===== src/design/edc_pkg.sv =====
// shared types and constants of the exponential decay convolver
package edc_pkg;

  localparam int NUM_COMPONENTS = 3;
  localparam int MAX_POINTS     = 4096;
  localparam int QUEUE_DEPTH    = 4;

  localparam int SAMPLE_W    = 16;
  localparam int COEF_W      = 16;
  localparam int LIMIT_CFG_W = 13;
  localparam int BIN_W       = 12;
  localparam int FIT_W       = 40;
  localparam int HPROD_W     = 32;
  localparam int OUT_W       = 48;
  localparam int CFG_ADDR_W  = 3;
  localparam int CFG_DATA_W  = 16;
  localparam int IN_TDATA_W  = 16;
  localparam int OUT_TDATA_W = 64;

  localparam logic [COEF_W-1:0]      HALF_STEP_RESET   = 16'd4096;
  localparam logic [LIMIT_CFG_W-1:0] POINT_LIMIT_RESET = 13'd4096;

  typedef enum logic [CFG_ADDR_W-1:0] {
    REG_AMPLITUDE_A = 3'd0,
    REG_DECAY_A     = 3'd1,
    REG_AMPLITUDE_B = 3'd2,
    REG_DECAY_B     = 3'd3,
    REG_AMPLITUDE_C = 3'd4,
    REG_DECAY_C     = 3'd5,
    REG_HALF_STEP   = 3'd6,
    REG_POINT_LIMIT = 3'd7
  } reg_idx_t;

  localparam reg_idx_t AMP_REG [3]   = '{REG_AMPLITUDE_A, REG_AMPLITUDE_B, REG_AMPLITUDE_C};
  localparam reg_idx_t DECAY_REG [3] = '{REG_DECAY_A, REG_DECAY_B, REG_DECAY_C};

  // one classified bin handed from front to back
  typedef struct packed {
    logic               compute;  // bin is inside the point limit
    logic               last;     // clear fits after this bin
    logic [BIN_W-1:0]   bin;
    logic [HPROD_W-1:0] hcur;     // h * current sample
    logic [HPROD_W-1:0] hprev;    // h * previous sample
  } item_t;

endpackage


===== src/design/edc_queue.sv =====
// short fifo between front and back
module edc_queue #(
  parameter int DEPTH = edc_pkg::QUEUE_DEPTH
) (
  input  logic           clk,
  input  logic           rst_n,
  input  logic           push,
  input  edc_pkg::item_t push_item,
  input  logic           pop,
  output edc_pkg::item_t head,
  output logic           full,
  output logic           not_empty
);

  localparam int PTR_W = (DEPTH > 1) ? $clog2(DEPTH) : 1;
  localparam int CNT_W = $clog2(DEPTH + 1);
  localparam logic [PTR_W-1:0] LAST_PTR = PTR_W'(DEPTH - 1);

  edc_pkg::item_t   slot_r [DEPTH];
  logic [PTR_W-1:0] wr_ptr_r, wr_ptr_nxt;
  logic [PTR_W-1:0] rd_ptr_r, rd_ptr_nxt;
  logic [CNT_W-1:0] count_r, count_nxt;
  logic             do_push, do_pop;

  assign full      = count_r == CNT_W'(DEPTH);
  assign not_empty = count_r != '0;
  assign do_push   = push && !full;
  assign do_pop    = pop && not_empty;
  assign head      = slot_r[rd_ptr_r];

  always_comb begin
    wr_ptr_nxt = wr_ptr_r;
    rd_ptr_nxt = rd_ptr_r;
    count_nxt  = count_r;
    if (do_push) begin
      wr_ptr_nxt = (wr_ptr_r == LAST_PTR) ? '0 : wr_ptr_r + PTR_W'(1);
    end
    if (do_pop) begin
      rd_ptr_nxt = (rd_ptr_r == LAST_PTR) ? '0 : rd_ptr_r + PTR_W'(1);
    end
    if (do_push && !do_pop) begin
      count_nxt = count_r + CNT_W'(1);
    end else if (do_pop && !do_push) begin
      count_nxt = count_r - CNT_W'(1);
    end
  end

  always_ff @(posedge clk) begin
    if (do_push) begin
      slot_r[wr_ptr_r] <= push_item;
    end
  end

  always_ff @(posedge clk) begin
    if (!rst_n) begin
      wr_ptr_r <= '0;
      rd_ptr_r <= '0;
      count_r  <= '0;
    end else begin
      wr_ptr_r <= wr_ptr_nxt;
      rd_ptr_r <= rd_ptr_nxt;
      count_r  <= count_nxt;
    end
  end

endmodule


===== config.mk =====
export PLATFORM = sky130hd
export DESIGN_NAME = edc_queue
export DESIGN_NICKNAME = d
export VERILOG_FILES = /design/src/design/edc_pkg.sv /design/src/design/edc_queue.sv
export SDC_FILE = /design/constraint.sdc
export NUM_CORES = 1
export LEC_CHECK = 0
export BUFFER_PORTS_ARGS = -buffer_cell sky130_fd_sc_hd__buf_2
export CAP_MARGIN = 40
export CORE_MARGIN = 4
export CORE_UTILIZATION = 50
export CTS_BUF_LIST = sky130_fd_sc_hd__clkbuf_4
export CTS_CLUSTER_SIZE = 12
export DETAILED_ROUTE_END_ITERATION = 16
export PLACE_DENSITY = 0.79
export SLEW_MARGIN = 25
export SYNTH_ARGS = -nofsm -noshare
export SYNTH_HDL_FRONTEND = slang
export SYNTH_SLANG_ARGS = --single-unit

===== constraint.sdc =====
create_clock -name clk -period 6.7 [get_ports clk]
set_input_delay 1.34 -clock clk [delete_from_list [all_inputs] [get_ports clk]]
set_output_delay 1.34 -clock clk [all_outputs]
set_load 0.01 [all_outputs]

After elaboration in Yosys (flattened, before gate mapping)
Memories as Yosys holds them, arrays and structs flattened. A register that Yosys moved wholly into a read port is not among the register bits.
Cells that the tools add are included.
{ "totals": {"elab_cells": 28, "output_inout_bits": 80, "n_memories": 1, "ff_bits": 7, "ram_bits": 312, "in_bits": 82} }
{ "classes": {"n_addsub": 4, "n_mux": 8, "reduce_logical": 9, "eq_ne": 3} }
{ "mem_list": {"columns": ["name", "words", "word_bits", "read_ports", "rd_clocked_by_memory_dff", "write_ports", "line", "text"], "rows": [
  ["slot_r", 4, 78, 1, 1, 1, "edc_queue.sv:19", "edc_pkg::item_t slot_r [DEPTH];"]
]} }
{ "op_table": {"columns": ["op", "n"], "rows": [
  ["two-way mux 2 bit", 4],
  ["two-way mux 3 bit", 2],
  ["adder 2 x 1 -> 2 bit (second input constant)", 2],
  ["== test 2 bit (second input constant)", 2],
  ["logical AND 1 bit", 4],
  ["adder 3 x 1 -> 3 bit (second input constant)", 1],
  ["== test 3 bit (second input constant)", 1],
  ["logical NOT 1 bit", 3],
  ["nonzero test 3 bit", 1],
  ["subtractor 3 x 1 -> 3 bit (second input constant)", 1],
  ["two-way mux 1 bit", 2],
  ["nonzero test 2 bit", 1]
]} }

Logic depth before layout (Yosys ltp)
Gate-level depths: netlist of run 1.
{ "logic_depth": {"word_depth": 7, "depth_mapped": 9, "ltp_nobuf": 8} }

Worst setup path before layout of run 1
No wires, ideal clock.
{ "synth_path": {"path_type": "input port to flip-flop", "startpoint": "input port push", "endpoint": "memory slot_r[0][0] in the netlist's numbering, enable pin", "setup_ps": 445, "stages": 3, "slack_ps": 2710, "arrival_ps": 3545, "cell_sequence": "nor2b_1 -> clkbuf_1 -> and2_1"} }
{ "synth_via": {"elab_chain_len": 3} }
{ "synth_lines": {"columns": ["item", "line", "text"], "rows": [
  ["start, declared", "edc_queue.sv:7", "input logic push,"],
  ["logical AND 1 bit", "edc_queue.sv:27", "assign do_push = push && !full;"],
  ["named net do_push", "edc_queue.sv:23", "logic do_push, do_pop;"],
  ["two-way mux 1 bit", "edc_queue.sv:49", "if (do_push) begin"],
  ["two-way mux 1 bit (implied by the code)", "edc_queue.sv:50", "slot_r[wr_ptr_r] <= push_item;"],
  ["end, declared", "edc_queue.sv:19", null]
]} }
The timed path passes the listed nets, and every way through them passes these cells.

==> results.json, run 1 <==
{
  "max_cap_viol_count": 0,
  "area_growth_pct": 18.6,
  "postSynthCellCount": 459,
  "die_h_um": 161,
  "fin_util_pct": 61.0,
  "swShare_pct": 26.4,
  "drt_iter0_markers": 296,
  "wire_per_inst_um": 20.2,
  "via_per_inst": 5.23,
  "end_kind": "output port",
  "synth_nets": 548,
  "crit_required_ps": 5360,
  "cts_buffers": 81,
  "final_area_um2": 13900,
  "hold_violations": 0,
  "final_cell_mix": "edfxtp_1, buf_2, clkbuf_4",
  "internal-power_mw": 3.86,
  "start_util_pct": 51.4,
  "place.gp.congestion": 0.700,
  "period_needed_ps": 3920,
  "grt_usage_pct": 17.0,
  "clkPwrFrac_pct": 30.5,
  "powerDensity_nw_per_um2": 377,
  "post-route-period-util_pct": 58.6,
  "seq_area_frac_synth_pct": 81.3,
  "synth_seq_cells": 321,
  "route.vias.total": 5569,
  "root_buffer": "clkbuf_4",
  "slew-limit-headroom_pct": 47.7,
  "slew_viol_final": 0,
  "hpwl_um": 12700,
  "synth_top_family_by_area": "multiplexers",
  "setup_viol": 0,
  "cts_tree": "yes",
  "critPathKind": "flop to output port",
  "cts-hold-fix-buffers": 0,
  "synth_area_um2": 11700,
  "die_x_um": 161,
  "antenna_found_initial": 2,
  "synth-xor-area-share_pct": 0.149,
  "synth-adder-area-share_pct": 0.809,
  "layout_commonest_cell": "edfxtp_1",
  "skew_ps": 29.0,
  "avgSynthCellArea_um2": 25.6,
  "yosys.area_share.simple_pct": 0.884,
  "arrival_ps": 2580,
  "drt_wl_total_um": 21500,
  "rows": 55,
  "grt_max_degree": 54,
  "ctsResizeCount": 0,
  "io_pins": 162,
  "ir_worst_vdd_uv": 250,
  "numClockSinks": 321,
  "ant_nets": 0,
  "clk_path_buf_depth": 3,
  "post-cts-setup-buffers": 0,
  "drive_gt1_share_pct": 50.5,
  "grt.overflow.total": 0,
  "start_kind": "flop",
  "max_freq_mhz": 255,
  "routed-wl-met3_um": 1270,
  "leakagePower_nw": 4.79,
  "wl_met1_um": 8610,
  "clock_latency_ps": 640,
  "synth_warnings": 0,
  "port_buffers": 161,
  "core_area_um2": 22800,
  "whs_ps": 523,
  "cts_max_level": 3,
  "clkTransAtPathRegs_ps": 60,
  "grt_pass1_vias": 6275,
  "finalPower_mw": 5.25,
  "synth_compound_area_share_pct": 0.256,
  "dr.pass1.iters": 4,
  "rrSetupSlack_ps": 3830,
  "power_frac_comb_pct": 21.2,
  "p_seq_share_pct": 48.3,
  "dieArea_um2": 26000,
  "topRoutingLayerUsed": "met5",
  "fin_nets": 781,
  "grt_pass1_wl_um": 33800,
  "drc": 0,
  "outcome": "completed",
  "worst_slew_pin_slew_ps": 783,
  "path_max_fanout": 42,
  "placed_area_um2": 12900,
  "wl_met2_um": 11300,
  "muxShareOfSynthArea_pct": 15.2,
  "min_path_type": "flop to flop",
  "p_sw_mw": 1.38,
  "grt_setup_unrepaired": "no",
  "yosysUniqueCellTypes": 24,
  "tns_ps": 0
}
## flip-flops by register name (all words and copies together), names as in the netlist, named ones only
name and count:
slot_r 312, count_r 3, rd_ptr_r 2, wr_ptr_r 2
## final cells by class
| cell class | count | area (µm²) |
|---|---|---|
| Antenna cell | 1 | 2.50 |
| Clock buffer | 117 | 878 |
| Clock inverter | 24 | 150 |
| Fill cell | 1633 | 8910 |
| Inverter | 3 | 11.3 |
| Multi-Input combinational cell | 115 | 2040 |
| Sequential cell | 321 | 9560 |
| Tap cell | 313 | 392 |
| Timing Repair Buffer | 170 | 898 |
## power groups by stage
stage / registers (mW) / logic [mW] / clock network, mW
4_1_cts: 2.54 / 1.13 / 1.66
3_3_place_gp: 2.56 / 1.10 / 0
5_1_grt: 2.56 / 1.21 / 1.78
6_report: 2.53 / 1.11 / 1.60
3_5_place_dp: 2.58 / 1.12 / 0
2_1_floorplan: 2.54 / 0.789 / 0
## routing by layer
metal | vias up | track usage [%]
met4 | 2 | 6.17
met5 | - | 0
met3 | 22 | 4.98
met1 | 2890 | 20.6
met2 | 166 | 29.2
li1 | 2489 | -
## stage by stage
stage / instances / setup WS, ps
detailed placement: 920 / 2910
CTS: 1061 / 2650
global route: 1064 / 2520
finish: 1064 / 2780
floorplan: 459 / 2710
global placement: 920 / 3030
## worst max-delay path, cell delays in order, from the launching register on
cell	delay [ps]
dfxtp_4	770
buf_4	590
mux4_2	410
buf_2	160
## final timing paths
path | from | to | depth (start not counted)
worst max register to register | count_r[0] | slot_r[3][33] | 4
worst min register to register | rd_ptr_r[1] | flop | 2
worst min-delay path | rd_ptr_r[1] | flop | 2
worst max-delay path | flop | head[72] | 3
## synth_stat cells
cell type / instances / area share, %
nor3b_1: 1 / 0.064
clkbuf_1: 7 / 0.22
buf_4: 5 / 0.32
or3_1: 2 / 0.11
fa_1: 1 / 0.17
edfxtp_1: 312 / 80
nand3_1: 2 / 0.085
nand2_1: 6 / 0.19
nor2b_1: 2 / 0.11
a21boi_0: 1 / 0.064
buf_12: 3 / 0.51
buf_6: 1 / 0.096
xor2_1: 1 / 0.075
inv_1: 3 / 0.096
dfxtp_1: 9 / 1.5
and2_1: 5 / 0.27
o21ai_0: 3 / 0.13
mux2i_1: 3 / 0.26
xnor2_1: 1 / 0.075
buf_2: 4 / 0.17
o31ai_1: 1 / 0.064
ha_1: 6 / 0.64
mux4_2: 78 / 15
nor2_1: 2 / 0.064
## kinds of logic (layout without fill, tap and decap cells)
| logic type | Yosys count | in the layout |
|---|---|---|
| xor+xnor | 2 | 2 |
| fa+ha+maj | 7 | 7 |
| simple gates | 20 | 20 |
| mux | 81 | 81 |
| other cells | 0 | 1 |
| flops | 321 | 321 |
| buf+inv | 23 | 314 |
| compound gates | 5 | 5 |
Note: power is estimated with default switching activity, not from simulation.
==> inputs of run 2 (changes only) <==
--- a/config.mk
+++ b/config.mk
@@ -12,7 +12,7 @@
 export CTS_BUF_LIST = sky130_fd_sc_hd__clkbuf_4
 export CTS_CLUSTER_SIZE = 12
 export DETAILED_ROUTE_END_ITERATION = 16
-export PLACE_DENSITY = 0.79
+export PLACE_DENSITY = 0.82
 export SLEW_MARGIN = 25
 export SYNTH_ARGS = -nofsm -noshare
 export SYNTH_HDL_FRONTEND = slang
==> constraint.sdc (replaced) <==
create_clock -name clk -period 3.5 [get_ports clk]
set_input_delay 0.7 -clock clk [delete_from_list [all_inputs] [get_ports clk]]
set_output_delay 0.7 -clock clk [all_outputs]
set_load 0.01 [all_outputs]
==> results.json, run 2 (same netlist as run 1, synthesis figures left out) <==
{
  "fin_nets": 779,
  "place.gp.congestion": 0.738,
  "cts_max_level": 3,
  "power_frac_comb_pct": 21.6,
  "tns_ps": 0,
  "max_cap_viol_count": 0,
  "io_pins": 162,
  "die_x_um": 161,
  "cts_buffers": 79,
  "hold_violations": 0,
  "antenna_found_initial": 6,
  "leakagePower_nw": 4.75,
  "final_area_um2": 13900,
  "post-route-period-util_pct": 88.7,
  "clk_path_buf_depth": 3,
  "drt_wl_total_um": 21500,
  "top_register": "slot_r",
  "p_sw_mw": 2.59,
  "grt_max_degree": 45,
  "path_max_fanout": 21,
  "grt_usage_pct": 16.9,
  "skew_ps": 37.1,
  "grt_pass1_wl_um": 33700,
  "drive_gt1_share_pct": 50.1,
  "rr_endpoint": "count_r[2]",
  "final_cell_mix": "edfxtp_1, buf_2, clkbuf_4",
  "hpwl_um": 13400,
  "placed_area_um2": 13000,
  "min_from": "push_item[73]",
  "crit_required_ps": 2800,
  "rrSetupSlack_ps": 950,
  "dr.pass1.iters": 5,
  "max_freq_mhz": 322,
  "finalPower_mw": 9.94,
  "dieArea_um2": 26000,
  "swShare_pct": 26.0,
  "route.vias.total": 5569,
  "root_buffer": "clkbuf_4",
  "slew_viol_final": 0,
  "placedCellCount": 922,
  "clock_latency_ps": 640,
  "drc": 0,
  "hold_depth": 1,
  "start_kind": "flop",
  "fin_util_pct": 60.9,
  "core_area_um2": 22800,
  "layout_commonest_cell": "edfxtp_1",
  "min_path_type": "input port to flop",
  "grt_setup_unrepaired": "no",
  "worst_path_max_delay_cell": "mux4_2",
  "numClockSinks": 321,
  "clkPwrFrac_pct": 29.4,
  "critPathKind": "flop to output port",
  "r2r_cells": 8,
  "ant_nets": 0,
  "grt.overflow.total": 0,
  "rows": 55,
  "largest_reg_flops": 312,
  "p_seq_share_pct": 48.9,
  "crit_chain": "buf_4, mux4_2, buf_2",
  "ctsResizeCount": 0,
  "wire_per_inst_um": 20.4,
  "die_h_um": 161,
  "clkTransAtPathRegs_ps": 60,
  "cts_tree": "yes",
  "slew-limit-headroom_pct": 56.3,
  "top_regs": "slot_r x312, count_r x3",
  "drt_iter0_markers": 342,
  "ir_worst_vdd_uv": 403,
  "grt_pass1_vias": 6149,
  "setup_viol": 0,
  "cts-hold-fix-buffers": 0,
  "arrival_ps": 2400,
  "outcome": "completed",
  "period_needed_ps": 3100,
  "critPathMaxStageDelay_ps": 590,
  "end_kind": "output port",
  "min_to": "slot_r[2][73]",
  "worst_slew_pin_slew_ps": 649,
  "via_per_inst": 5.29,
  "port_buffers": 161,
  "stdcell_count": 1052,
  "setup_slack_ps": 396,
  "start_util_pct": 51.4,
  "internal-power_mw": 7.36,
  "reg2reg_from": "count_r[0]",
  "powerDensity_nw_per_um2": 714,
  "area_growth_pct": 18.5,
  "dp_slack_ps": 680,
  "post-cts-setup-buffers": 0,
  "whs_ps": 273
}
run 2: cell count changes in the layout (fill, tap and decap cells not counted), sizes merged:
cell,previous run,this run
inv,6,5
clkbuf,117,107
diode,1,4
bufinv,2,3
clkinvlp,0,1
clkinv,19,13
run 2: worst max-delay path by stage:
| stage | to | slack [ps] |
|---|---|---|
| final | head[58] | 400 |
| after global routing | head[58] | 180 |
| after CTS | head[58] | 270 |
| after detailed placement | count_r[2] | 680 |
| after global placement | count_r[2] | 920 |
| after floorplan | slot_r[1][0] | 150 |
run 2: layout make-up:
cell class / instances / area, µm²
flip-flops and latches: 321 / 9560
fillers: 1656 / 8930
multi-input cells: 115 / 2040
repair buffers: 170 / 948
clock buffers: 107 / 803
well taps: 313 / 392
clock inverters: 19 / 155
inverters: 3 / 11.3
diodes: 4 / 10.0
run 2: power groups by stage:
| stage | combinational, mW | clock [mW] | sequential [mW] |
|---|---|---|---|
| floorplan | 1.51 | 0 | 4.85 |
| global placement | 2.15 | 0 | 4.91 |
| detailed placement | 2.20 | 0 | 4.96 |
| CTS | 2.21 | 3.03 | 4.88 |
| global route | 2.34 | 3.25 | 4.91 |
| finish | 2.15 | 2.93 | 4.86 |
run 2: worst max-delay path, delay by kind of cell (launching register included):
family,cells,cell delay (ps)
flip-flops,1,550
buffers and inverters,2,600
multiplexers,1,590
run 2: metal layers:
metal,vias to the layer above,track usage (%),wire (µm)
li1,2480,-,-
met3,29,6.33,1960
met5,-,0,17
met1,2835,22.0,8460
met2,221,26.5,10800
met4,4,6.32,269
