--- src/design/edc_pkg.sv ---
// shared types and constants of the exponential decay convolver
package edc_pkg;

  localparam int NUM_COMPONENTS = 3;
  localparam int MAX_POINTS     = 4096;
  localparam int QUEUE_DEPTH    = 4;

  localparam int SAMPLE_W    = 16;
  localparam int COEF_W      = 16;
  localparam int LIMIT_CFG_W = 13;
  localparam int BIN_W       = 12;
  localparam int FIT_W       = 40;
  localparam int HPROD_W     = 32;
  localparam int OUT_W       = 48;
  localparam int CFG_ADDR_W  = 3;
  localparam int CFG_DATA_W  = 16;
  localparam int IN_TDATA_W  = 16;
  localparam int OUT_TDATA_W = 64;

  localparam logic [COEF_W-1:0]      HALF_STEP_RESET   = 16'd4096;
  localparam logic [LIMIT_CFG_W-1:0] POINT_LIMIT_RESET = 13'd4096;

  typedef enum logic [CFG_ADDR_W-1:0] {
    REG_AMPLITUDE_A = 3'd0,
    REG_DECAY_A     = 3'd1,
    REG_AMPLITUDE_B = 3'd2,
    REG_DECAY_B     = 3'd3,
    REG_AMPLITUDE_C = 3'd4,
    REG_DECAY_C     = 3'd5,
    REG_HALF_STEP   = 3'd6,
    REG_POINT_LIMIT = 3'd7
  } reg_idx_t;

  localparam reg_idx_t AMP_REG [3]   = '{REG_AMPLITUDE_A, REG_AMPLITUDE_B, REG_AMPLITUDE_C};
  localparam reg_idx_t DECAY_REG [3] = '{REG_DECAY_A, REG_DECAY_B, REG_DECAY_C};

  // one classified bin handed from front to back
  typedef struct packed {
    logic               compute;  // bin is inside the point limit
    logic               last;     // clear fits after this bin
    logic [BIN_W-1:0]   bin;
    logic [HPROD_W-1:0] hcur;     // h * current sample
    logic [HPROD_W-1:0] hprev;    // h * previous sample
  } item_t;

endpackage

--- src/design/edc_front.sv ---
// front end: takes samples, tracks bin count and previous sample, classifies bins
module edc_front #(
  parameter int MAX_POINTS = edc_pkg::MAX_POINTS
) (
  input  logic                               clk,
  input  logic                               rst_n,
  input  logic                               in_tvalid,
  output logic                               in_tready,
  input  logic [edc_pkg::IN_TDATA_W-1:0]     in_tdata,   // irf_sample
  input  logic                               in_tlast,   // last_sample
  input  logic [edc_pkg::COEF_W-1:0]         half_step,
  input  logic [edc_pkg::LIMIT_CFG_W-1:0]    point_limit,
  input  logic                               q_full,
  output logic                               push,
  output edc_pkg::item_t                     push_item
);

  localparam int CNT_W = $clog2(MAX_POINTS + 1);
  localparam int LIM_W = (CNT_W > edc_pkg::LIMIT_CFG_W) ? CNT_W : edc_pkg::LIMIT_CFG_W;
  localparam logic [LIM_W-1:0] MAX_LIM = LIM_W'(MAX_POINTS);
  localparam logic [CNT_W-1:0] MAX_CNT = CNT_W'(MAX_POINTS);

  logic [CNT_W-1:0]             bin_r, bin_nxt;
  logic [edc_pkg::SAMPLE_W-1:0] prev_r, prev_nxt;
  logic [LIM_W-1:0]             limit;
  logic [LIM_W-1:0]             bin_ext;
  logic                         in_range;
  logic                         accept;

  assign limit    = (LIM_W'(point_limit) < MAX_LIM) ? LIM_W'(point_limit) : MAX_LIM;
  assign bin_ext  = LIM_W'(bin_r);
  assign in_range = bin_ext < limit;

  assign in_tready = !q_full;
  assign accept    = in_tvalid && !q_full;
  // bins past the limit only matter if they end the curve
  assign push      = accept && (in_range || in_tlast);

  always_comb begin
    push_item.compute = in_range;
    push_item.last    = in_tlast;
    push_item.bin     = bin_ext[edc_pkg::BIN_W-1:0];
    push_item.hcur    = edc_pkg::HPROD_W'(half_step) *
                        edc_pkg::HPROD_W'(in_tdata[edc_pkg::SAMPLE_W-1:0]);
    push_item.hprev   = edc_pkg::HPROD_W'(half_step) * edc_pkg::HPROD_W'(prev_r);
  end

  always_comb begin
    bin_nxt  = bin_r;
    prev_nxt = prev_r;
    if (accept) begin
      if (in_tlast) begin
        bin_nxt  = '0;
        prev_nxt = '0;
      end else begin
        if (bin_r < MAX_CNT) begin
          bin_nxt = bin_r + CNT_W'(1);
        end
        if (in_range) begin
          prev_nxt = in_tdata[edc_pkg::SAMPLE_W-1:0];
        end
      end
    end
  end

  always_ff @(posedge clk) begin
    if (!rst_n) begin
      bin_r  <= '0;
      prev_r <= '0;
    end else begin
      bin_r  <= bin_nxt;
      prev_r <= prev_nxt;
    end
  end

endmodule

--- config.mk ---
export PLATFORM = sky130hd
export DESIGN_NAME = edc_front
export DESIGN_NICKNAME = d
export VERILOG_FILES = /design/src/design/edc_pkg.sv /design/src/design/edc_front.sv
export SDC_FILE = /design/constraint.sdc
export NUM_CORES = 1
export LEC_CHECK = 0
export BUFFER_PORTS_ARGS = -buffer_cell sky130_fd_sc_hd__buf_4
export CORE_MARGIN = 1.5
export CORE_UTILIZATION = 48
export DETAILED_ROUTE_END_ITERATION = 12
export GPL_TIMING_DRIVEN = 0
export HOLD_SLACK_MARGIN = 0.1
export PLACE_DENSITY_LB_ADDON = 0.1
export SYNTH_ARGS = -nofsm -noshare
export SYNTH_HDL_FRONTEND = slang
export SYNTH_SLANG_ARGS = --single-unit
export TNS_END_PERCENT = 100
--- constraint.sdc ---
create_clock -name clk -period 26.7 [get_ports clk]
set_input_delay 5.34 -clock clk [delete_from_list [all_inputs] [get_ports clk]]
set_output_delay 5.34 -clock clk [all_outputs]
set_load 0.03 [all_outputs]
# After elaboration in Yosys (flattened, before gate mapping)
# Cells that the tools add are included.
[word_totals] out_inout_bits=80 ff_bits=29 word_cells=21 input_bits=50
[op_classes] n_lt_le_gt_ge=3 muxes=5 mul=2 n_addsub=1 reduce_logical=8
[ops] op="16-bit by 16-bit multiplier with 32-bit output" n=2
[ops] op="13-bit 2-to-1 mux" n=3
[ops] op="16-bit 2-to-1 mux" n=2
[ops] op="13-bit < comparator (second input constant)" n=2
[ops] op="13-bit by 1-bit adder with 13-bit output (second input constant)" n=1
[ops] op="13-bit < comparator" n=1
[ops] op="2-bit AND reduction" n=2
[ops] op="2-bit nonzero test" n=2
[ops] op="1-bit logical AND" n=2
[ops] op="1-bit zero test" n=1
[ops] op="1-bit logical OR" n=1

# Logic depth before layout (Yosys ltp)
# Gate-level depths: netlist (run 1).
[logic_depth] depth_word=5 depth_mapped=22 ltp_nobuf=20

# Worst setup path before layout (run 1)
# No wires, ideal clock.
[synth_timing] path_type="input port to output port" startpoint="in in_tdata[1] in the netlist's numbering" endpoint="out push_item[63] in the netlist's numbering" t_arrival_ns=10.959 required_time_ns=21.360 setup_slack_ns=10.401 path_stages=19 n_path_buf=2 cell_sequence="clkbuf_1 > nand2_1 > fa_1 > fa_1 > fa_1 > fa_1 > inv_1 > fa_1 > inv_1 > fa_1 > inv_1 > ha_1 > buf_2 > nand3_1 > nor2_1 > nand3_1 > a2111oi_1 > o31ai_1 > nor3_1"
[synth_lines] element="start: declaration" line="edc_front.sv:9" text="input logic [edc_pkg::IN_TDATA_W-1:0] in_tdata,"
[synth_lines] element="end: declaration" line="edc_front.sv:15" text="output edc_pkg::item_t push_item"

==> results of run 1 <==
==> cells by family (layout without fill, tap and decap cells) <==
family / count (synthesis) / count (layout)
simple gates: 730 / 730
mux: 1 / 1
fa+ha+maj: 609 / 609
compound gates: 217 / 217
flops: 29 / 29
other cells: 0 / 2
buf+inv: 590 / 726
xor+xnor: 61 / 61
==> through the flow <==
step	cell area, sq um	cells	util (%)
4_1_cts	20800	2891	53.5
2_1_floorplan	19000	2237	-
3_5_place_dp	20600	2883	53.1
5_1_grt	20800	2893	53.5
6_report	20800	2893	53.5
3_3_place_gp	20600	2883	53.1
==> cell usage after synthesis, drive strengths merged (6+ instances only) <==
| master | number | share of area (%) |
|---|---|---|
| nor3 | 11 | 0.29 |
| o21ai | 39 | 1.0 |
| a221oi | 6 | 0.28 |
| a22o | 16 | 0.74 |
| buf | 22 | 0.78 |
| o21a | 7 | 0.28 |
| nand2 | 334 | 6.6 |
| a211oi | 7 | 0.33 |
| dfxtp | 29 | 3.1 |
| clkbuf | 98 | 1.9 |
| ha | 221 | 15 |
| a21oi | 72 | 1.9 |
| nand4 | 13 | 0.43 |
| nor2 | 55 | 1.1 |
| xnor2 | 36 | 1.7 |
| and3 | 11 | 0.36 |
| a21o | 18 | 0.72 |
| inv | 470 | 9.3 |
| and2 | 256 | 8.4 |
| xor2 | 25 | 1.2 |
| o211ai | 10 | 0.42 |
| fa | 388 | 41 |
| nand3 | 18 | 0.47 |
==> per-layer routing <==
layer  up-vias  part of all wire (%)  routed length (microns)
met5         -                 0.036                       19
met4         2                   2.2                     1150
met3        76                   7.4                     3900
met2       501                    47                    24800
met1      7879                    43                    23000
li1       7077                     -                        -
==> sequential cells by signal (all words and copies together), names as in the netlist <==
name,cells
prev_r,16
bin_ext,13
==> power breakdown <==
| part | switching, W | leakage, nW | internal [W] |
|---|---|---|---|
| clock network | 0.0000207 | 0.0799 | 0.0000394 |
| logic | 0.00150 | 10.4 | 0.000886 |
| registers | 0.00000229 | 0.235 | 0.0000442 |
| total | 0.00153 | 10.7 | 0.000970 |
==> worst max path at each step <==
stage                                to  slack, ns          start  depth (start not counted)
final                     push_item[26]       8.87  half_step[12]                         21
after CTS                 push_item[26]       9.05  half_step[12]                         21
after floorplan           push_item[63]      10.40    in_tdata[1]                         19
after global placement    push_item[26]       9.04  half_step[12]                         21
after detailed placement  push_item[26]       9.08  half_step[12]                         21
after global routing      push_item[26]       8.59  half_step[12]                         21
==> critical path, delay by kind of cell <==
family | cells | cell delay (ns)
adders and majority gates | 7 | 3.25
AOI/OAI and AO/OA | 1 | 0.68
buffers and inverters | 7 | 1.55
xor gates and xnor gates | 1 | 0.19
and+or+nand+nor | 5 | 1.48
==> cell type report <==
cell class                      instances  area share [%]
Clock buffer                            7           0.735
Tap cell                              518            3.12
Antenna cell                            2          0.0241
Sequential cell                        29            2.80
Clock inverter                          1          0.0241
Timing Repair Buffer                  128            4.63
Buffer                                120            2.48
Multi-Input combinational cell       1618            77.7
Inverter                              470            8.50
==> cell usage in the layout, fill, tap and decap left out, drive strengths merged, types with 3 or more instances in the layout <==
| cell | count |
|---|---|
| inv | 470 |
| fa | 388 |
| nand2 | 334 |
| and2 | 256 |
| ha | 221 |
| buf | 150 |
| clkbuf | 105 |
| a21oi | 72 |
| nor2 | 55 |
| o21ai | 39 |
| xnor2 | 36 |
| dfxtp | 29 |
| xor2 | 25 |
| nand3 | 18 |
| a21o | 18 |
| a22o | 16 |
| nand4 | 13 |
| and3 | 11 |
| nor3 | 11 |
| o211ai | 10 |
| o21a | 7 |
| a211oi | 7 |
| a221oi | 6 |
| a31oi | 5 |
| or3 | 5 |
| o21bai | 5 |
| nor2b | 5 |
| a2111oi | 5 |
| o31ai | 4 |
| nand2b | 3 |
| a311oi | 3 |
| nor4 | 3 |
| nor3b | 3 |
| a41oi | 3 |
| and4 | 3 |
==> results.sh, run 1 <==
export IMPL_use_met3_pct=4.79
export IMPL_overflow=0
export IMPL_grt_max_degree=11
export IMPL_yosys_cell_types_count=67
export IMPL_synth_warnings=0
export IMPL_insertion_delay_ns=0.28
export IMPL_first_pass_iters=5
export IMPL_tightest_slew_ns=1.03
export IMPL_crit_path_top_delay_cell="nor4_1"
export IMPL_core_rowCount=72
export IMPL_crit_type="input pin to output pin"
export IMPL_hold_buffers=0
export IMPL_clockRootBuffer="clkbuf_16"
export IMPL_slowest_delay_ns=0.80
export IMPL_period_share_pct=66.8
export IMPL_synth_adder_area_share_pct=55.5
export IMPL_die_h_microns=202
export IMPL_synth_simple_area_share_pct=18.9
export IMPL_htreeDepth=2
export IMPL_syn2layout_area_growth_pct=9.33
export IMPL_netlist_instances=2237
export IMPL_max_freq_mhz=56.1
export IMPL_regToRegSetupSlack_ns=24.23
export IMPL_die_w_microns=202
export IMPL_whs_ns=0.540
export IMPL_start_util_pct=48.9
export IMPL_drc_errors=0
export IMPL_status="finished clean"
export IMPL_clk_pin_slew_ns=0.05
export IMPL_multi_input_area_sq_mm=0.0161
export IMPL_cts_resized=0
export IMPL_grt_use_met2_pct=44.6
export IMPL_worstPathCellList="buf_4 -> clkbuf_1 -> nand2_1 -> fa_1 -> fa_1 -> inv_1 -> fa_1 -> fa_1 -> fa_1 -> inv_1 -> fa_1 -> inv_1 -> ha_1 -> clkbuf_1 -> nand2_1 -> nor4_1 -> nand2_1 -> a211oi_1 -> nor2_1 -> xnor2_1 -> buf_4"
export IMPL_setup_viol=0
export IMPL_grt_pass1_wl_microns=86500
export IMPL_r2r_end="prev_r[15]$_SDFFE_PN0P_"
export IMPL_leakage_nw=10.7
export IMPL_synth_fp_nets=2896
export IMPL_cts_sinks=29
export IMPL_rsz0062_at_grt="no"
export IMPL_power_w=0.00250
export IMPL_ir_drop_uv=456
export IMPL_synth_edff_count=0
export IMPL_cap_viol_max_count=0
export IMPL_synth_compound_area_share_pct=7.69
export IMPL_first_iter_violations=961
export IMPL_gr_usage_met1_pct=37.6
export IMPL_cts_tree="built"
export IMPL_synth_top_family_by_area="adder cells"
export IMPL_p_per_area_mw_per_mm2=120
export IMPL_post_route_min_period_ns=17.83
export IMPL_final_hold_viol_count=0
export IMPL_track_usage_pct=27.2
export IMPL_preCtsSetupSlack_ns=9.08
export IMPL_crit_required_ns=21.36
export IMPL_cp_max_fo=10
export IMPL_yosysSeqAreaShare_pct=3.06
export IMPL_numCtsBuffers=5
export IMPL_core_sq_mm=0.0388
export IMPL_r2r_start="bin_ext[10]$_SDFFE_PN0P_"
export IMPL_ff2ff_path_depth=7
export IMPL_grt_pass1_vias=16400
export IMPL_drt_wl_total_microns=52800
export IMPL_regArea_sq_um=581
export IMPL_num_vias=15500
export IMPL_relSlewSlack_pct=31.0
export IMPL_port_buffers=128
export IMPL_worstSetupEndpointType="output pin"
export IMPL_report_final_slew_viol_count=0
export IMPL_postCtsSetupBuffers=0
export IMPL_fin_nets=3031
export IMPL_nFillCells=3805
export IMPL_holdPathStages=2
export IMPL_worst_endpoint_arrival_ns=12.49
export IMPL_synth_flop_cell="dfxtp_1"
export IMPL_dpl_hpwl_microns=44800
export IMPL_hp_class="flop to flop"
export IMPL_ioPinCount=130
export IMPL_clk_path_buf_depth=2
export IMPL_final_antenna_net_count=0
export IMPL_dieArea_sq_mm=0.0408
export IMPL_synth_xor_area_share_pct=2.81
export IMPL_hold_path_startpoint="bin_ext[8]$_SDFFE_PN0P_"
export IMPL_drive_gt1_share_pct=7.12
export IMPL_via_per_inst=5.37
export IMPL_antenna_found_initial=5
export IMPL_synthMuxAreaShare_pct=0.0593
export IMPL_avgSynthCellArea_sq_um=8.49
export IMPL_avgRoutedWirePerCell_microns=18.3
export IMPL_start_kind="input pin"
export IMPL_top_usage_layer="met2"
export IMPL_syn_area_sq_mm=0.0190
export IMPL_synth_ff_latch_count=29
export IMPL_async_flop_share_pct=0
export IMPL_place_gp_congestion=0.920
export IMPL_finClkSkew_ns=0.00719
export IMPL_path_common_cell="fa_1"
export IMPL_worst_slack_ns=8.87
export IMPL_min_to="bin_ext[8]$_SDFFE_PN0P_"
export IMPL_fin_setup_tns_ns=0
No activity file was read; power rests on OpenSTA's default activity.
==> run 2: changes to the inputs <==
- ABC_AREA: unset -> 1
- clock period: 26.7 -> 17 ns (I/O delays scaled with it)
==> results.sh, run 2 <==
export IMPL_yosysSeqAreaShare_pct=2.89
export IMPL_first_pass_iters=12
export IMPL_rsz0062_at_grt="no"
export IMPL_final_common_cell="inv_1"
export IMPL_core_sq_mm=0.0410
export IMPL_yosysMostFrequentCell="inv_1"
export IMPL_nFillCells=4124
export IMPL_crit_required_ns=13.60
export IMPL_start_kind="input pin"
export IMPL_multi_input_area_sq_mm=0.0157
export IMPL_die_w_microns=208
export IMPL_ioPinCount=130
export IMPL_syn2layout_area_growth_pct=8.41
export IMPL_cts_resized=0
export IMPL_path_buf_inv=8
export IMPL_synth_top_family_by_area="adder cells"
export IMPL_num_vias=17400
export IMPL_netlist_area_leader_share_pct=38.7
export IMPL_fin_setup_tns_ns=0
export IMPL_synth_xor_area_share_pct=1.57
export IMPL_grt_pass1_vias=18200
export IMPL_worst_endpoint_arrival_ns=9.60
export IMPL_top_usage_layer="met2"
export IMPL_track_usage_pct=29.0
export IMPL_leakage_nw=13.4
export IMPL_htreeDepth=2
export IMPL_synthMuxAreaShare_pct=0
export IMPL_clk_path_buf_depth=2
export IMPL_final_antenna_net_count=0
export IMPL_whs_ns=0.489
export IMPL_synth_flop_cell="dfxtp_1"
export IMPL_status="complete, but fails checks"
export IMPL_postCtsSetupBuffers=0
export IMPL_hold_buffers=0
export IMPL_largest_register_ffs=16
export IMPL_gr_usage_met1_pct=38.1
export IMPL_die_h_microns=208
export IMPL_finClkSkew_ns=0.0115
export IMPL_dpl_hpwl_microns=51600
export IMPL_final_hold_viol_count=0
export IMPL_synth_ff_latch_count=29
export IMPL_hp_class="flop to flop"
export IMPL_crit_path_top_delay_cell="clkbuf_1"
export IMPL_fin_nets=3585
export IMPL_netlist_instances=2806
export IMPL_antenna_found_initial=2
export IMPL_violations="DRC"
export IMPL_dieArea_sq_mm=0.0431
export IMPL_synth_warnings=0
export IMPL_synth_area_leaders="fa_1, inv_1, nand2_1"
export IMPL_avgRoutedWirePerCell_microns=17.4
export IMPL_cap_viol_max_count=0
export IMPL_cts_sinks=29
export IMPL_grt_max_degree=11
export IMPL_drt_wl_total_microns=60000
export IMPL_numCtsBuffers=5
export IMPL_syn_area_sq_mm=0.0201
export IMPL_synth_simple_area_share_pct=20.0
export IMPL_synth_edff_count=0
export IMPL_setup_viol=0
export IMPL_max_freq_mhz=76.9
export IMPL_layout_common_cells="inv_1, nand2_1, fa_1"
export IMPL_via_per_inst=5.03
export IMPL_use_met3_pct=5.55
export IMPL_yosysTopAreaCell="fa_1"
export IMPL_post_route_min_period_ns=13.00
export IMPL_synth_fp_nets=3465
export IMPL_ir_drop_uv=934
export IMPL_start_util_pct=49.0
export IMPL_cpLargestDelayFamily="adder cells"
export IMPL_place_gp_congestion=0.923
export IMPL_yosys_cell_types_count=38
export IMPL_tightest_slew_ns=0.995
export IMPL_port_buffers=113
export IMPL_cp_max_fo=10
export IMPL_synth_adder_area_share_pct=52.4
export IMPL_worstSetupEndpointType="output pin"
export IMPL_regArea_sq_um=581
export IMPL_relSlewSlack_pct=33.7
export IMPL_insertion_delay_ns=0.27
export IMPL_overflow=0
export IMPL_slowest_delay_ns=0.63
export IMPL_p_per_area_mw_per_mm2=182
export IMPL_core_rowCount=74
export IMPL_crit_type="input pin to output pin"
export IMPL_worstPathCellList="clkbuf_1 -> clkbuf_1 -> nand2_1 -> inv_1 -> fa_1 -> inv_1 -> fa_1 -> fa_1 -> fa_1 -> inv_1 -> fa_1 -> inv_1 -> fa_1 -> inv_1 -> ha_1 -> nand2_1 -> nor2_1 -> nand3_1 -> nand3_1 -> nand3_1 -> nand2_1 -> nand2_1 -> nand2_1 -> buf_4"
export IMPL_grt_use_met2_pct=48.9
export IMPL_period_share_pct=76.5
export IMPL_synth_compound_area_share_pct=4.11
export IMPL_async_flop_share_pct=0
export IMPL_drive_gt1_share_pct=6.25
export IMPL_largest_register="prev_r"
export IMPL_path_common_cell="fa_1"
export IMPL_grt_pass1_wl_microns=97400
export IMPL_synth_common_cells="inv_1, nand2_1, fa_1"
export IMPL_cts_tree="built"
export IMPL_clk_pin_slew_ns=0.04
export IMPL_drc_errors=9
export IMPL_first_iter_violations=1249
export IMPL_clockRootBuffer="clkbuf_16"
export IMPL_avgSynthCellArea_sq_um=7.16
export IMPL_report_final_slew_viol_count=0
==> run 2: changes by cell type after synthesis, sizes merged, moves of 16 or more <==
cell,before,now
nand2,334,809
inv,470,838
and2,256,1
nor2,55,107
nand3,18,66
xnor2,36,3
a21oi,72,95
a21o,18,1
a22o,16,0
==> run 2: tightest hold or removal path: cells and delay by family (launching register included) <==
kind / cells / cell delay (ns)
DFF: 1 / 0.33
AOI/OAI and AO/OA: 1 / 0.05
buffers and inverters: 1 / 0.06
==> run 2: kinds of logic after synthesis <==
kind of cell / Yosys count
AO/OA/AOI/OAI: 152
AND/OR/NAND/NOR: 1008
XOR/XNOR: 36
adder cells (fa/ha/maj): 609
buffers and inverters: 972
flip-flops: 29
==> run 2: worst paths after layout <==
check / startpoint / endpoint / slack (ns) / cells after the start
min: bin_ext[7]$_SDFFE_PN0P_ / bin_ext[7]$_SDFFE_PN0P_ / 0.49 / 2
max reg2reg: bin_ext[10]$_SDFFE_PN0P_ / prev_r[4]$_SDFFE_PN0P_ / 15.22 / 11
min reg2reg: bin_ext[7]$_SDFFE_PN0P_ / bin_ext[7]$_SDFFE_PN0P_ / 0.49 / 2
max: in_tdata[4] / push_item[52] / 4.00 / 24
==> run 2: metrics by stage <==
| stage | instance area, sq um | setup slack (ns) | utilization (%) | std cells | total power, W |
|---|---|---|---|---|---|
| 6_report | 21800 | 4.00 | 53.1 | 3460 | 0.00395 |
| 2_1_floorplan | 20100 | 5.03 | - | 2806 | 0.00266 |
| 3_5_place_dp | 21600 | 4.11 | 52.7 | 3451 | 0.00385 |
| 4_1_cts | 21800 | 4.09 | 53.1 | 3459 | 0.00398 |
| 5_1_grt | 21800 | 3.74 | 53.1 | 3460 | 0.00436 |
| 3_3_place_gp | 21600 | 4.09 | 52.7 | 3451 | 0.00384 |
==> run 2: final cells by class <==
cell class	count	share of cell area, %
multi-input combinational	1805	72.0
antenna	1	0.0115
buffer	133	3.06
tap	532	3.06
timing repair buffer	113	3.90
clock inverter	1	0.138
sequential	29	2.67
inverter	839	14.5
clock buffer	7	0.655
==> run 2: report_power, final <==
group	internal [W]	total (W)	switching (W)	leakage, nW
Combinational	0.00132	0.00378	0.00246	13.1
Clock	0.0000730	0.000103	0.0000300	0.0841
Sequential	0.0000697	0.0000705	0.000000767	0.235
==> run 2: per-layer routing <==
metal | wire length (microns) | share of wire [%]
met1 | 25000 | 42
met2 | 28400 | 47
met3 | 4950 | 8.2
met4 | 1700 | 2.8
met5 | 12 | 0.020
